--- src/hw/rtl/rau_pkg.sv ---
// Shared types and codes for the rational arithmetic unit.
// No dependencies.
`timescale 1ns / 1ps

package rau_pkg;

	typedef logic [1:0] func_t;
	typedef logic [1:0] status_t;

	localparam func_t FUNC_ADD = 2'd0;
	localparam func_t FUNC_SUB = 2'd1;
	localparam func_t FUNC_MUL = 2'd2;
	localparam func_t FUNC_DIV = 2'd3;

	localparam status_t STAT_OK       = 2'd0;
	localparam status_t STAT_ZERO_DEN = 2'd1;
	localparam status_t STAT_DIV_ZERO = 2'd2;

	localparam int NUM_OUT_W = 32;
	localparam int DEN_OUT_W = 31;

endpackage

--- src/hw/rtl/rau_div.sv ---
// Radix-2 restoring divider, one quotient bit per cycle.
// Standalone; used by rational_arith_unit for gcd and reduction.
`timescale 1ns / 1ps

module rau_div #(
	parameter int DW = 32
) (
	input  logic          clk,
	input  logic          arst_n,
	input  logic          start,
	input  logic [DW-1:0] dividend,
	input  logic [DW-1:0] divisor,
	output logic          done,
	output logic [DW-1:0] quot,
	output logic [DW-1:0] rem
);

	localparam int CW = $clog2(DW + 1);

	logic [DW-1:0] dq_q;
	logic [DW-1:0] rq_q;
	logic [DW-1:0] dv_q;
	logic [CW-1:0] cnt_q;
	logic          done_q;
	logic [DW:0]   trial;
	logic [DW:0]   diff;
	logic          ge;

	assign trial = {rq_q, dq_q[DW-1]};
	assign diff  = trial - {1'b0, dv_q};
	assign ge    = !diff[DW];

	always_ff @(posedge clk or negedge arst_n) begin
		if (!arst_n) begin
			cnt_q  <= '0;
			done_q <= 1'b0;
		end else if (start) begin
			cnt_q  <= CW'(DW);
			done_q <= 1'b0;
		end else if (cnt_q != '0) begin
			cnt_q  <= cnt_q - 1'b1;
			done_q <= (cnt_q == CW'(1));
		end else begin
			done_q <= 1'b0;
		end
	end

	always_ff @(posedge clk) begin
		if (start) begin
			dq_q <= dividend;
			rq_q <= '0;
			dv_q <= divisor;
		end else if (cnt_q != '0) begin
			dq_q <= {dq_q[DW-2:0], ge};
			rq_q <= ge ? diff[DW-1:0] : trial[DW-1:0];
		end
	end

	assign done = done_q;
	assign quot = dq_q;
	assign rem  = rq_q;

endmodule

--- src/hw/rtl/rational_arith_unit.sv ---
// Steps: the products on the shared multiplier, the sum and the sign, then the divides
// on the shared divider, one per Euclid step of the gcd plus two for the reduction,
// and last the result write.
// Throughput: one word at a time; s_axis_tready is low until the result word is taken.
// Operand errors skip the arithmetic and present the result in the cycle after the word is taken.
// Reset: arst_n clears the sequencer and the output valid at once.
// Top level: one shared multiplier and divider under a small sequencer; uses rau_pkg, rau_div.
`timescale 1ns / 1ps

module rational_arith_unit #(
	parameter int OPERAND_WIDTH = 16
) (
	input  logic                                   clk,
	input  logic                                   arst_n,
	input  logic                                   s_axis_tvalid,
	output logic                                   s_axis_tready,
	// func, a_numerator, a_denominator, b_numerator, b_denominator
	input  logic [((4*OPERAND_WIDTH+7)/8)*8-1:0]   s_axis_tdata,
	output logic                                   m_axis_tvalid,
	input  logic                                   m_axis_tready,
	// result_numerator, result_denominator
	output logic [63:0]                            m_axis_tdata,
	// status
	output logic [1:0]                             m_axis_tuser
);

	localparam int W  = OPERAND_WIDTH;
	localparam int PW = 2*W + 2;
	localparam int DW = 2*W;
	localparam int RW = (DW > 32) ? DW : 32;

	typedef enum logic [3:0] {
		S_IDLE, S_MUL1, S_MUL2, S_MUL3, S_SUM, S_SIGN, S_GCD, S_GCD_W,
		S_DIVN, S_DIVN_W, S_DIVD, S_DIVD_W, S_FIN, S_OUT
	} state_t;

	state_t            state_q;
	rau_pkg::func_t    func_q;
	logic signed [W-1:0] an_q, bn_q;
	logic [W-2:0]      ad_q, bd_q;
	logic signed [PW-1:0] t1_q, t2_q, t3_q, num_q, den_q;
	logic [DW-1:0]     a_q, b_q, un_q, ud_q;
	logic              neg_q;
	logic [rau_pkg::NUM_OUT_W-1:0] res_num_q;
	logic [rau_pkg::DEN_OUT_W-1:0] res_den_q;
	rau_pkg::status_t  status_q;

	rau_pkg::func_t    in_func;
	logic signed [W-1:0] in_an, in_bn;
	logic [W-2:0]      in_ad, in_bd;

	logic signed [W:0] mx, my;
	logic signed [PW-1:0] prod;
	logic signed [PW-1:0] num_abs, den_abs;

	logic              div_start, div_done;
	logic [DW-1:0]     div_dvd, div_dvs, div_quot, div_rem;
	logic [RW-1:0]     ext_num, ext_den, sgn_num;

	assign in_func = s_axis_tdata[1:0];
	assign in_an   = s_axis_tdata[W+1:2];
	assign in_ad   = s_axis_tdata[2*W:W+2];
	assign in_bn   = s_axis_tdata[3*W:2*W+1];
	assign in_bd   = s_axis_tdata[4*W-1:3*W+1];

	always_comb begin
		mx = {an_q[W-1], an_q};
		my = $signed({2'b00, bd_q});
		case (state_q)
			S_MUL1: begin
				mx = {an_q[W-1], an_q};
				my = (func_q == rau_pkg::FUNC_MUL) ? {bn_q[W-1], bn_q} : $signed({2'b00, bd_q});
			end
			S_MUL2: begin
				mx = {bn_q[W-1], bn_q};
				my = $signed({2'b00, ad_q});
			end
			S_MUL3: begin
				mx = $signed({2'b00, ad_q});
				my = $signed({2'b00, bd_q});
			end
			default: ;
		endcase
	end

	assign prod    = PW'(mx * my);
	assign num_abs = num_q[PW-1] ? -num_q : num_q;
	assign den_abs = den_q[PW-1] ? -den_q : den_q;

	assign div_start = (state_q == S_GCD) || (state_q == S_DIVN) || (state_q == S_DIVD);
	assign div_dvd   = (state_q == S_DIVN) ? un_q : (state_q == S_DIVD) ? ud_q : a_q;
	assign div_dvs   = (state_q == S_GCD) ? b_q : a_q;

	rau_div #(.DW(DW)) u_div (
		.clk      (clk),
		.arst_n   (arst_n),
		.start    (div_start),
		.dividend (div_dvd),
		.divisor  (div_dvs),
		.done     (div_done),
		.quot     (div_quot),
		.rem      (div_rem)
	);

	assign ext_num = RW'(un_q);
	assign ext_den = RW'(ud_q);
	assign sgn_num = neg_q ? -ext_num : ext_num;

	always_ff @(posedge clk or negedge arst_n) begin
		if (!arst_n) begin
			state_q <= S_IDLE;
		end else begin
			case (state_q)
				S_IDLE: begin
					if (s_axis_tvalid) begin
						if (in_ad == '0 || in_bd == '0) begin
							state_q <= S_OUT;
						end else if (in_func == rau_pkg::FUNC_DIV && in_bn == '0) begin
							state_q <= S_OUT;
						end else begin
							state_q <= S_MUL1;
						end
					end
				end
				S_MUL1:   state_q <= S_MUL2;
				S_MUL2:   state_q <= S_MUL3;
				S_MUL3:   state_q <= S_SUM;
				S_SUM:    state_q <= S_SIGN;
				S_SIGN:   state_q <= S_GCD;
				S_GCD:    state_q <= S_GCD_W;
				S_GCD_W: begin
					if (div_done) begin
						state_q <= (div_rem == '0) ? S_DIVN : S_GCD;
					end
				end
				S_DIVN:   state_q <= S_DIVN_W;
				S_DIVN_W: if (div_done) state_q <= S_DIVD;
				S_DIVD:   state_q <= S_DIVD_W;
				S_DIVD_W: if (div_done) state_q <= S_FIN;
				S_FIN:    state_q <= S_OUT;
				S_OUT:    if (m_axis_tready) state_q <= S_IDLE;
				default:  state_q <= S_IDLE;
			endcase
		end
	end

	always_ff @(posedge clk) begin
		case (state_q)
			S_IDLE: begin
				func_q <= in_func;
				an_q   <= in_an;
				ad_q   <= in_ad;
				bn_q   <= in_bn;
				bd_q   <= in_bd;
				res_num_q <= '0;
				res_den_q <= rau_pkg::DEN_OUT_W'(1);
				if (in_ad == '0 || in_bd == '0) begin
					status_q <= rau_pkg::STAT_ZERO_DEN;
				end else if (in_func == rau_pkg::FUNC_DIV && in_bn == '0) begin
					status_q <= rau_pkg::STAT_DIV_ZERO;
				end else begin
					status_q <= rau_pkg::STAT_OK;
				end
			end
			S_MUL1: t1_q <= prod;
			S_MUL2: t2_q <= prod;
			S_MUL3: t3_q <= prod;
			S_SUM: begin
				case (func_q)
					rau_pkg::FUNC_ADD: num_q <= t1_q + t2_q;
					rau_pkg::FUNC_SUB: num_q <= t1_q - t2_q;
					default:           num_q <= t1_q;
				endcase
				den_q <= (func_q == rau_pkg::FUNC_DIV) ? t2_q : t3_q;
			end
			S_SIGN: begin
				neg_q <= num_q[PW-1] ^ den_q[PW-1];
				un_q  <= num_abs[DW-1:0];
				ud_q  <= den_abs[DW-1:0];
				a_q   <= num_abs[DW-1:0];
				b_q   <= den_abs[DW-1:0];
			end
			S_GCD_W: begin
				if (div_done) begin
					a_q <= b_q;
					b_q <= div_rem;
				end
			end
			S_DIVN_W: if (div_done) un_q <= div_quot;
			S_DIVD_W: if (div_done) ud_q <= div_quot;
			S_FIN: begin
				res_num_q <= sgn_num[rau_pkg::NUM_OUT_W-1:0];
				res_den_q <= ext_den[rau_pkg::DEN_OUT_W-1:0];
			end
			default: ;
		endcase
	end

	assign s_axis_tready = (state_q == S_IDLE);
	assign m_axis_tvalid = (state_q == S_OUT);
	assign m_axis_tdata  = {1'b0, res_den_q, res_num_q};
	assign m_axis_tuser  = status_q;

`ifndef SYNTHESIS
	a_one_at_a_time: assert property (@(posedge clk) disable iff (!arst_n)
		m_axis_tvalid |-> !s_axis_tready)
		else $error("input taken while result pending");
	a_error_result: assert property (@(posedge clk) disable iff (!arst_n)
		(m_axis_tvalid && status_q != rau_pkg::STAT_OK) |->
		(res_num_q == '0 && res_den_q == rau_pkg::DEN_OUT_W'(1)))
		else $error("error result not 0/1");
	a_gcd_divisor: assert property (@(posedge clk) disable iff (!arst_n)
		(state_q == S_GCD) |-> (b_q != '0))
		else $error("gcd step with zero divisor");
	a_reduce_divisor: assert property (@(posedge clk) disable iff (!arst_n)
		(state_q == S_DIVN || state_q == S_DIVD) |-> (a_q != '0))
		else $error("reduction by zero gcd");
`endif

endmodule
--- config.mk ---
export PLATFORM = sky130hd
export DESIGN_NAME = rational_arith_unit
export DESIGN_NICKNAME = d
export VERILOG_FILES = /design/src/hw/rtl/rau_pkg.sv /design/src/hw/rtl/rau_div.sv /design/src/hw/rtl/rational_arith_unit.sv
export SDC_FILE = /design/constraint.sdc
export NUM_CORES = 2
export LEC_CHECK = 0
export ABC_CLOCK_PERIOD_IN_PS = 9100
export BUFFER_PORTS_ARGS = -buffer_cell sky130_fd_sc_hd__buf_4
export CORE_MARGIN = 2
export CORE_UTILIZATION = 35
export CTS_CLUSTER_SIZE = 12
export DETAILED_ROUTE_END_ITERATION = 10
export GPL_TIMING_DRIVEN = 0
export PLACE_DENSITY = 0.53
export SYNTH_ARGS = -nofsm -noshare
export SYNTH_HDL_FRONTEND = slang
export SYNTH_SLANG_ARGS = --single-unit
--- constraint.sdc ---
create_clock -name clk -period 9.1 [get_ports clk]
set_input_delay 0 -clock clk [delete_from_list [all_inputs] [get_ports clk]]
set_output_delay 0 -clock clk [all_outputs]
set_load 0.005 [all_outputs]
======== Yosys cells after proc, flatten, opt, wreduce, memory -nomap -nowiden ========
Index checks and enable logic that the tools add are counted.
word-level totals
  bits in latches ......................... 0
  memories ................................ 0
  memory bits (writable) .................. 0
  register bits after elaboration ......... 535
  memory bits (read-only) ................. 0
  output and inout port bits .............. 68
operators by class
  multiplexer cells ....................... 37
  reductions and logical operators ........ 21
  divide/modulo/power cells ............... 0
  eq/ne operators ......................... 23
  bitwise operators ....................... 1
  multipliers ............................. 1
  shift-type cells ........................ 0
  add/subtract/negate cells ............... 7
  order comparisons ....................... 0
operator list
  operator              count
  $mux W32              12
  $pmux W32 S2          5
  $neg A32 Y32          3
  $pmux W17 S2          2
  $pmux W34 S2          1
  $pmux W31 S2          1
  $pmux W4 S14          1
  $add A34 B34 Y34      1
  $mul A17 B17 Y34      1
  $mux W34              1
  $sub A34 B34 Y34      1
  $sub A33 B32 Y33      1
  $logic_not A32 Y1     1
  $mux W4               8
  $logic_not A15 Y1     2
  $eq A4 B4 Y1 const B  6
  $mux W17              1
  $eq A4 B3 Y1 const B  4
  $logic_not A16 Y1     1
  $mux W6               2
  $reduce_bool A2 Y1    5
  $eq A4 B2 Y1 const B  2
  $ne A2 B1 Y1 const B  4
  $eq A2 B2 Y1 const B  3
  other kinds (16)      21

======== Logic depth before layout (Yosys ltp) ========
  depth after elaboration ................. 6
  gate-level depth with buffers ........... 31

======== By module ========
Synthesis repeated with hierarchy kept, for this count alone.
unflattened totals
  cells, all modules ...................... 3547
  area, all modules ....................... 37624.8 sq um
modules (own cells, without submodules)
  module               times used  cells an instance  seq. area each (sq um)  area an instance (sq um)
  rational_arith_unit  1           3004               12862.3                 31855.6
  rau_div              1           543                2737.6                  5769.3

======== Worst setup path after synthesis ========
No wires, ideal clock.
  path type ............................... flip-flop to flip-flop
  start ................................... reg state_q[3]
  end ..................................... reg t1_q[32] (data pin)
  cell stages (with the launch flop) ...... 28
  data required time ...................... 8.879 ns
  clock period less this slack ............ 9.568 ns
  buffers on the path ..................... 3
  path slack .............................. -0.468 ns
  arrival time ............................ 9.347 ns
  cells stage by stage .................... dfrtp_1 > or2_1 > nor2_1 > and2_1 > clkbuf_1 > clkbuf_1 > a221o_1 > clkbuf_1 > nand2_1 > fa_1 > fa_1 > fa_1 > inv_1 > fa_1 > fa_1 > inv_1 > fa_1 > inv_1 > ha_1 > and3_1 > a221o_1 > a21oi_1 > a211o_1 > a211oi_1 > o31a_1 > o311ai_0 > or4b_2 > o311ai_0
between the ends
  longest elaborated chain between the ends .. 3
  elaborated cells between the ends (all ways) .. 6
  classes of those cells .................. mul (1); eq/ne (3); mux (2)
ends and longest elaborated chain
  what                                                 line                        RTL
  start: declaration                                   rational_arith_unit.sv:37   state_t state_q;
  start signal: assignment                             rational_arith_unit.sv:133  state_q <= (div_rem == '0) ? S_DIVN : S_GCD;
  $eq A4 B2 Y1 / $eq A4 B1 Y1 (equally long branches)  rational_arith_unit.sv:69   case (state_q)
  $pmux W17 S2                                         rational_arith_unit.sv:69
  $mul A17 B17 Y34 *                                   rational_arith_unit.sv:86   assign prod = PW'(mx * my);
  net prod[32]                                         rational_arith_unit.sv:53   logic signed [PW-1:0] prod;
  end signal: assignment                               rational_arith_unit.sv:165  S_MUL1: t1_q <= prod;
  end: declaration                                     rational_arith_unit.sv:41   logic signed [PW-1:0] t1_q, t2_q, t3_q, num_q, den_q;
Mark *: on every way through the listed nets, which the timed path passes. The rest lies on a longest branch.
A chain may end at the register's enable or synchronous reset.

======== Final worst setup path ========
  start ................................... reg state_q[3]
  end ..................................... reg t2_q[32] (data pin)
between the ends
  longest elaborated chain between the ends .. 3
  elaborated cells between the ends (all ways) .. 6
  classes of those cells .................. mul (1); eq/ne (3); mux (2)
ends and longest elaborated chain
  what                                                 line                        RTL
  $eq A4 B2 Y1 / $eq A4 B1 Y1 (equally long branches)  rational_arith_unit.sv:69
  $pmux W17 S2                                         rational_arith_unit.sv:69
  $mul A17 B17 Y34 *                                   rational_arith_unit.sv:86
  net prod[32]                                         rational_arith_unit.sv:53
  end signal: assignment                               rational_arith_unit.sv:166  S_MUL2: t2_q <= prod;
  end: declaration                                     rational_arith_unit.sv:41
Marked as above.

==> key figures <==
STA
  – Setup TNS: 0 ns
  – Worst slew pin tran: roughly 1.2 ns
  – PnR worst setup slack: approximately 0.29 ns
  – Final Critical Period: 8.81 ns
  – Relative slew slack: roughly a fifth
  – Final Hold Fails: 0
  – Period utilization: slightly below 100%
  – Setup Skew: about 0.04 ns
  – Max-slew violations: 0
  – Max Freq: roughly 110 MHz
  – Final setup violation count: 0

Global route
  – Initial antenna violation count: 1
  – First-pass GRT wire length: between 150000 and 200000 um
  – Grt ovf: 0
  – GR Util All Layers: about a fifth
  – Number of global-route vias before repair: around 28k
  – Largest net degree at the start of global routing: 63

Worst setup path
  – Crit Path Max Fanout: 14
  – Critical Path Source Type: flip-flop
  – Critical path data required time: 9.48 ns
  – Max stage delay on crit path: between 0.6 and 0.7 ns
  – Slowest cell on the critical path: or4b_2
  – Critical path arrival: a little over 9 ns
  – CP dominant cell by count: fa_1
  – Critical path class: reg -> reg
  – CP bufs+invs: 5
  – Critical path endpoint category: flip-flop
  – Family with the most delay on the worst path: adder cells

Routing
  – Routed vias: between 20k and 30k
  – Post-route DRC: 0
  – Max Used Layer: met4
  – Routed WL: between 100000 and 150000 um
  – Via density: between 5 and 6
  – Met3 WL: about 5300 um
  – Final ANT Viol Nets: 0
  – Met2 wire length: between 50000 and 60000 um
  – DR WL/cell: between 20 and 25 um
  – Drt pass-1 iters: 5
  – Wl on met1: 47100 um
  – 1st-iter DRT viols: 2048

Clock network
  – Clk_lat worst skew: around 0.67 ns
  – Clk slew on worst S/H paths: around 0.070 ns
  – CTS tree: built
  – CTS Buffer Depth: 3
  – Clock Root Buffer: clkbuf_16
  – Clock sink total: 532
  – H-tree Lvls: 2
  – CTS buffer count: between 50 and 60

Floorplan
  – Die width: 331 um
  – FP Rows: about 120
  – Initial core utilization: 35.4%
  – Die area: ~0.11 sq mm
  – Core box area: approximately 0.11 sq mm
  – Die height: about 330 um
  – IO Pins: approximately 140

Logic synthesis
  – Ys flop type: edfxtp_1
  – EDFF count, synth: roughly 500
  – Synthesized net count: between 4k and 5k
  – Fraction of registers with async set/reset: about 2.1%
  – Avg Cell Area, Syn: 10.5 sq um
  – Post-Syn Area: about 0.037 sq mm
  – Register area share after synthesis: 41.7%
  – Count of state elements after synthesis: 532
  – Yosys Warn Count: 0
  – Synth unique cells: 73
  – Post-Syn Instances: 3555

Placed design
  – I/O Buffers: approximately 130
  – Detailed placer's ending HPWL: ~90000 um
  – GP Congestion: slightly below 0.9
  – DP Worst Slack: -1.48 ns

Run status
  – Status: finished, final reports clean

Hold path
  – Worst Hold Class: in -> reg

Cells and area
  – Layout overhead on the synthesized area: 16.1%
  – Fin nets: roughly 4.3k
  – Fraction of layout cells with a size suffix above 1: between 10% and 20%
  – Filler Cell Count: ~10k
  – Fin util: roughly two fifths

Flow run
  – Max-Cap Viols: 0
through the flow:
step                      hold WS, ns  instances  cell area [sq um]
final                          0.0758       5278              43400
after global routing           0.0607       5277              43400
after CTS                      0.0389       5276              43200
after floorplan                -0.296       3555              37400
after detailed placement       -0.145       5097              40500
after global placement         -0.143       5080              40100
cells in the mapped netlist, types with 5 or more instances:
library cell | number | share of area [%]
mux2i_1 | 55 | 1.5
and3_1 | 15 | 0.25
buf_1 | 10 | 0.10
inv_1 | 362 | 3.6
o31a_1 | 7 | 0.16
o21bai_1 | 13 | 0.26
nand3_1 | 15 | 0.20
nor3_1 | 32 | 0.43
a21oi_1 | 282 | 3.8
and4_1 | 5 | 0.12
o41ai_1 | 15 | 0.35
o21ai_0 | 205 | 2.7
xor2_1 | 131 | 3.1
nor2_1 | 419 | 4.2
xnor2_1 | 72 | 1.7
fa_1 | 289 | 15
a22o_1 | 8 | 0.19
nand2b_1 | 25 | 0.42
a21o_1 | 59 | 1.2
and2_1 | 50 | 0.84
ha_1 | 155 | 5.2
a21boi_0 | 6 | 0.12
o31ai_1 | 30 | 0.60
nor2b_1 | 19 | 0.32
a221oi_1 | 11 | 0.26
edfxtp_1 | 489 | 39
mux2_2 | 71 | 2.1
nor4_1 | 26 | 0.44
nand2_1 | 309 | 3.1
a211o_1 | 5 | 0.12
or3_1 | 16 | 0.27
or2_2 | 15 | 0.25
dfrtp_1 | 11 | 0.74
dfxtp_1 | 32 | 1.7
or4_1 | 20 | 0.40
o21a_1 | 21 | 0.42
nand4_1 | 10 | 0.17
a31oi_1 | 14 | 0.23
o211ai_1 | 8 | 0.16
clkbuf_1 | 127 | 1.3
a211oi_1 | 14 | 0.28
a221o_1 | 11 | 0.29
layout make-up:
cell class              instances  area, sq um  area share (%)
diodes                          1         2.50         0.00577
plain buffers                 132          552            1.27
clock buffers                  77         1560            3.60
clock inverters                33          323           0.744
inverters                     362         1360            3.14
multi-input cells            2523        20200            46.6
flip-flops and latches        532        15600            36.0
well taps                    1391         1740            4.01
repair buffers                227         2030            4.69
cells in the final DEF (no fill, tap or decap), types with 54 or more instances in the layout:
master	Yosys	routed
a21o_1	59	57
inv_1	362	359
ha_1	155	155
fa_1	289	288
edfxtp_1	489	489
clkbuf_16	0	59
a21oi_1	282	269
xnor2_1	72	72
buf_4	1	144
o21ai_0	205	205
nand2_1	309	306
mux2i_1	55	54
dlygate4sd3_1	0	69
nor2_1	419	415
xor2_1	131	131
clkbuf_1	127	117
mux2_2	71	71
timing repair:
item                                    in CTS  in global routing
hold buffers                                69                  0
endpoints found under the hold margin       81                  0
resized for setup                           49                 51
endpoints found under the setup margin      29                 11
pin swaps                                    4                  4
setup buffers                                4                  3
cells by family (layout without fill, tap and decap cells):
logic type	Yosys count	count (layout)	share of synthesized area (%)
AND/OR/NAND/NOR	999	999	12.0
AO/OA/AOI/OAI	750	750	12.2
flip-flops	532	532	41.7
buffers and inverters	500	831	5.03
adder cells (fa/ha/maj)	444	444	20.7
XOR/XNOR	203	203	4.76
multiplexers	126	126	3.61
other	1	2	0.0100
worst paths after layout:
check / from / to / slack, ns / cells past startpoint
worst max-delay path: state_q[3] / t2_q[32] / 0.29 / 27
worst max register to register: state_q[3] / t2_q[32] / 0.29 / 27
min in group asynchronous: arst_n / state_q[2] / 0.42 / 3
max in group asynchronous: arst_n / u_div.cnt_q[5] / 8.27 / 3
worst min register to register: t3_q[30] / den_q[30] / 0.55 / 1
worst min-delay path: s_axis_tdata[3] / an_q[1] / 0.08 / 2
registers in the layout, summed over array words and instances (netlist names), 32 cells and up:
signal and count:
t1_q 34, t2_q 34, den_q 33, num_q 33
t3_q 33, a_q 32, b_q 32, ext_den 32
ext_num 32, res_num_q 32, u_div.dv_q 32, u_div.quot 32
u_div.rem 32
layer usage:
layer	up-vias	track usage, %
met5	-	0
met4	0	6.46
met3	158	2.41
met2	799	35.8
met1	13400	26.1
li1	12900	-
Power is not shown: default switching activity piles up to over one toggle a cycle in this logic, so the estimate is an artifact.
